--- config.mk ---
export PLATFORM = sky130hd
export DESIGN_NAME = rcr_front
export DESIGN_NICKNAME = d
export VERILOG_FILES = /design/src/rtl/rcr_pkg.sv /design/src/rtl/rcr_front.sv
export SDC_FILE = /design/constraint.sdc
export NUM_CORES = 1
export LEC_CHECK = 0
export BUFFER_PORTS_ARGS = -buffer_cell sky130_fd_sc_hd__buf_2
export CAP_MARGIN = 20
export CORE_ASPECT_RATIO = 0.7
export CORE_UTILIZATION = 56
export DETAILED_ROUTE_END_ITERATION = 16
export GPL_TIMING_DRIVEN = 1
export HOLD_SLACK_MARGIN = 0.08
export PLACE_DENSITY = 0.85
export SLEW_MARGIN = 20
export SYNTH_ARGS = -nofsm -noshare
export SYNTH_HDL_FRONTEND = slang
export SYNTH_SLANG_ARGS = --single-unit
--- constraint.sdc ---
create_clock -name aclk -period 10.3 [get_ports aclk]
set_input_delay 1.03 -clock aclk [delete_from_list [all_inputs] [get_ports aclk]]
set_output_delay 1.03 -clock aclk [all_outputs]
set_load 0.02 [all_outputs]
--- src/rtl/rcr_pkg.sv ---
`timescale 1ns / 1ps
// Shared types, constants and helper functions for the rectangle collision resolver.
// Depends on nothing; the front, back and top modules import it.
package rcr_pkg;

    localparam int COORD_BITS  = 16;
    localparam int SIZE_BITS   = 15;
    localparam int EXT_BITS    = COORD_BITS + 2;
    localparam int QUEUE_DEPTH = 2;

    typedef logic signed [COORD_BITS-1:0] coord_t;
    typedef logic        [SIZE_BITS-1:0]  dim_t;
    typedef logic signed [EXT_BITS-1:0]   ext_t;

    typedef enum logic {
        OP_ADD   = 1'b0,
        OP_QUERY = 1'b1
    } op_t;

    typedef enum logic {
        BK_IDLE,
        BK_WALK
    } back_state_t;

    typedef struct packed {
        logic   cmd;
        coord_t pos_x;
        coord_t pos_y;
        coord_t old_x;
        coord_t old_y;
        dim_t   size_w;
        dim_t   size_h;
    } in_item_t;

    typedef struct packed {
        coord_t new_x;
        coord_t new_y;
        logic   landed;
        logic   stop_x;
        logic   stop_y;
        logic   table_full;
    } out_item_t;

    typedef struct packed {
        op_t    op;
        coord_t pos_x;
        coord_t pos_y;
        coord_t old_x;
        coord_t old_y;
        dim_t   size_w;
        dim_t   half_w;
        dim_t   size_h;
    } job_t;

    typedef struct packed {
        coord_t cx;
        coord_t cy;
        dim_t   w;
        dim_t   h;
    } rect_t;

    typedef struct packed {
        logic walking;
        logic full;
    } bk_status_t;

    function automatic ext_t ext_c(input coord_t c);
        return ext_t'({{(EXT_BITS - COORD_BITS){c[COORD_BITS-1]}}, c});
    endfunction

    function automatic ext_t ext_d(input dim_t d);
        return ext_t'({{(EXT_BITS - SIZE_BITS){1'b0}}, d});
    endfunction

    function automatic coord_t sat_coord(input ext_t v);
        coord_t res;
        if (v > ext_c({1'b0, {(COORD_BITS - 1){1'b1}}})) begin
            res = {1'b0, {(COORD_BITS - 1){1'b1}}};
        end else if (v < ext_c({1'b1, {(COORD_BITS - 1){1'b0}}})) begin
            res = {1'b1, {(COORD_BITS - 1){1'b0}}};
        end else begin
            res = v[COORD_BITS-1:0];
        end
        return res;
    endfunction

endpackage

--- src/rtl/rcr_front.sv ---
`timescale 1ns / 1ps
// Front end: accepts input beats, decodes the command and queues jobs for the back end.
// Depends on rcr_pkg.
module rcr_front
    import rcr_pkg::*;
(
    input  logic     aclk,
    input  logic     aresetn,
    input  logic     s_valid,
    output logic     s_ready,
    input  in_item_t s_data,
    input  logic     q_pop,
    output logic     q_valid,
    output job_t     q_job
);

    job_t       slot_reg [QUEUE_DEPTH];
    logic       wr_ptr_reg;
    logic       rd_ptr_reg;
    logic [1:0] fill_reg;
    logic [1:0] fill_next;
    logic       push;
    logic       pop;
    job_t       job_in;

    always_comb begin
        job_in.op     = op_t'(s_data.cmd);
        job_in.pos_x  = s_data.pos_x;
        job_in.pos_y  = s_data.pos_y;
        job_in.old_x  = s_data.old_x;
        job_in.old_y  = s_data.old_y;
        job_in.size_w = s_data.size_w;
        job_in.half_w = s_data.size_w >> 1;
        job_in.size_h = s_data.size_h;
    end

    assign s_ready = (fill_reg != 2'(QUEUE_DEPTH));
    assign q_valid = (fill_reg != 2'd0);
    assign q_job   = slot_reg[rd_ptr_reg];
    assign push    = s_valid && s_ready;
    assign pop     = q_pop && q_valid;

    always_comb begin
        fill_next = fill_reg;
        if (push && !pop) begin
            fill_next = fill_reg + 2'd1;
        end else if (pop && !push) begin
            fill_next = fill_reg - 2'd1;
        end
    end

    always_ff @(posedge aclk) begin
        if (!aresetn) begin
            wr_ptr_reg <= 1'b0;
            rd_ptr_reg <= 1'b0;
            fill_reg   <= 2'd0;
        end else begin
            fill_reg <= fill_next;
            if (push) begin
                wr_ptr_reg <= ~wr_ptr_reg;
            end
            if (pop) begin
                rd_ptr_reg <= ~rd_ptr_reg;
            end
        end
    end

    always_ff @(posedge aclk) begin
        if (push) begin
            slot_reg[wr_ptr_reg] <= job_in;
        end
    end

endmodule

==> results.sh <==
export IMPL_finalMaxSlewViolations=0
export IMPL_period_share_pct=35.1
export IMPL_hold_violations=0
export IMPL_slew_headroom_pct=29.5
export IMPL_p_leak_uw=0.00352
export IMPL_crit_type="reg2out"
export IMPL_avgSynthCellArea_sq_um=22.1
export IMPL_p_per_area_nw_per_um2=258
export IMPL_die_area_sq_um=13700
export IMPL_clkTransAtPathRegs_ns=0.07
export IMPL_ctsResizeCount=0
export IMPL_rsz0062_at_grt="no"
export IMPL_peakVddDrop_mv=0.151
export IMPL_fin_nets=641
export IMPL_cts_buffers=17
export IMPL_maxCapViolCount=0
export IMPL_synth_edf_count=190
export IMPL_grt_pass1_wl_mm=20.3
export IMPL_netlist_instances=336
export IMPL_wl_mm=13.1
export IMPL_dr_pass1_iters=4
export IMPL_gp_congestion=0.730
export IMPL_startpoint_type="flip-flop"
export IMPL_ys_types=24
export IMPL_grt_pass1_vias=3991
export IMPL_vias_per_cell=5.21
export IMPL_crit_path_end="q_job[103]"
export IMPL_seq_area_frac_synth_pct=78.3
export IMPL_yosysMostFrequentCell="edfxtp_1"
export IMPL_cts_root_buffer_cell="clkbuf_16"
export IMPL_r2r_slack_ns=7.96
export IMPL_synthArstFlopShare_pct=0
export IMPL_synthTopCellsByCount="edfxtp_1 (190), mux2_4 (50), mux2_2 (45)"
export IMPL_synth_top_cell_by_area="edfxtp_1"
export IMPL_drive_above_1_share_pct=62.1
export IMPL_required_ns=9.27
export IMPL_worstPathMaxFanout=62
export IMPL_finalClockSkew_ns=0.0110
export IMPL_cts_tree="built"
export IMPL_end_kind="primary output"
export IMPL_postCtsHoldBufs=0
export IMPL_fin_crit_ns=3.62
export IMPL_clk_latency_ns=0.42
export IMPL_outcome="finished, final reports clean"
export IMPL_io_buffers=209
export IMPL_place_ws_ns=7.06
export IMPL_fmax_mhz=277
export IMPL_ff2ff_path_depth=4
export IMPL_start_util_pct=58.5
export IMPL_wire_per_inst_um=18.2
export IMPL_die_w_um=140
export IMPL_boundaryPins=211
export IMPL_initialDrtViolationCount=140
export IMPL_die_height_um=98.3
export IMPL_tightestPinTransition_ns=1.06
export IMPL_dp_hpwl_mm=8.91
export IMPL_core_rowCount=34
export IMPL_cts_sinks=195
export IMPL_setup_slack_ns=6.68
export IMPL_yosys_warnings=0
export IMPL_yosys_top_cells_area="edfxtp_1 (77%), mux2_4 (10%), mux2_2 (6.8%)"
export IMPL_tns_ns=0
export IMPL_post_cts_buffers=0
export IMPL_grt_max_degree=63
export IMPL_hold_class="reg2reg"
export IMPL_min_delay_start="fill_reg[1]"
export IMPL_synthesis_area_sq_um=7410
export IMPL_postRouteAntennaNets=0
export IMPL_critPathArrivalTime_ns=2.59
export IMPL_clockBufferDepth=2
export IMPL_setup_viol=0
export IMPL_via_count=3739
export IMPL_r2r_end="slot_reg[0][53]"
export IMPL_largest_reg_flops=190
export IMPL_ys_ff_latch=195
export IMPL_htreeDepth=4
export IMPL_core_area_sq_um=12700
export IMPL_antenna_found_initial=0
export IMPL_synth_nets=436
export IMPL_grt_usage_pct=20.0
export IMPL_syn_to_final_growth_pct=22.5
export IMPL_route_detailed_drc=0
export IMPL_reg2reg_from="fill_reg[0]"
export IMPL_synth_top_area_share_pct=76.9
export IMPL_grt_overflow=0
export IMPL_synth_flop_cell="edfxtp_1"
[routing by layer]
metal / vias up / wire length (um) / track usage (%) / part of all wire [%]
met5: - / 0 / 0 / 0
met4: 0 / 117 / 7.02 / 0.90
met3: 10 / 1080 / 7.85 / 8.3
met2: 158 / 6750 / 34.6 / 52
met1: 1852 / 5100 / 22.9 / 39
li1: 1719 / - / - / -
[final cells by class]
cell class / count / area (sq um)
sequential: 195 / 5810
fill: 835 / 3590
multi-input combinational: 114 / 1410
timing repair buffer: 212 / 1070
clock buffer: 17 / 425
tap: 162 / 203
clock inverter: 15 / 164
inverter: 1 / 6.26
antenna: 1 / 2.50
[kinds of logic (layout without fill, tap and decap cells)]
group           count (synthesis)  after routing  share of synthesized area (%)
simple gates                    9              9                          0.878
other cells                     1              2                         0.0506
fa+ha+maj                       1              1                          0.169
mux                            95             95                           17.0
xor+xnor                        3              3                          0.354
flops                         195            195                           78.3
compound gates                  5              5                          0.472
buf+inv                        27            245                           2.82
[worst min-delay path by stage]
stage,endpoint,slack [ns],cells past startpoint
after global placement,fill_reg[1],0.52,2
after global routing,fill_reg[1],0.62,2
after floorplan,fill_reg[1],0.51,2
final,fill_reg[1],0.59,2
after detailed placement,fill_reg[1],0.57,2
after CTS,fill_reg[1],0.59,2
[critical path, stage by stage (launching register included)]
cell	delay [ns]
dfxtp_4	0.65
buf_4	0.87
mux2_2	0.43
buf_2	0.16
[power by group]
| part | leakage (uW) | switching, uW | internal (uW) | total, uW |
|---|---|---|---|---|
| combinational | 0.00142 | 386 | 288 | 674 |
| sequential | 0.00182 | 47.0 | 992 | 1040 |
| clock | 0.000281 | 309 | 326 | 635 |
| total | 0.00352 | 742 | 1610 | 2350 |
[cells in the final DEF (no fill, tap or decap), types with 2 or more instances in the layout]
master / n
xnor2_1: 2
edfxtp_1: 190
inv_8: 4
dfxtp_1: 4
inv_6: 3
and2_1: 4
clkbuf_16: 17
buf_2: 209
clkinv_8: 4
buf_4: 3
mux2_2: 45
clkinvlp_4: 2
mux2_4: 50
[stage by stage]
step / instance area (sq um) / power [uW] / hold WS (ns) / instances / utilization (%)
2_1_floorplan: 7410 / 1570 / 0.512 / 336 / -
3_3_place_gp: 8490 / 1720 / 0.521 / 684 / 67.0
3_5_place_dp: 8490 / 1740 / 0.571 / 684 / 67.0
4_1_cts: 9080 / 2370 / 0.590 / 716 / 71.6
5_1_grt: 9080 / 2450 / 0.622 / 716 / 71.6
6_report: 9080 / 2350 / 0.586 / 717 / 71.7
No activity file was read; power rests on OpenSTA's default activity.
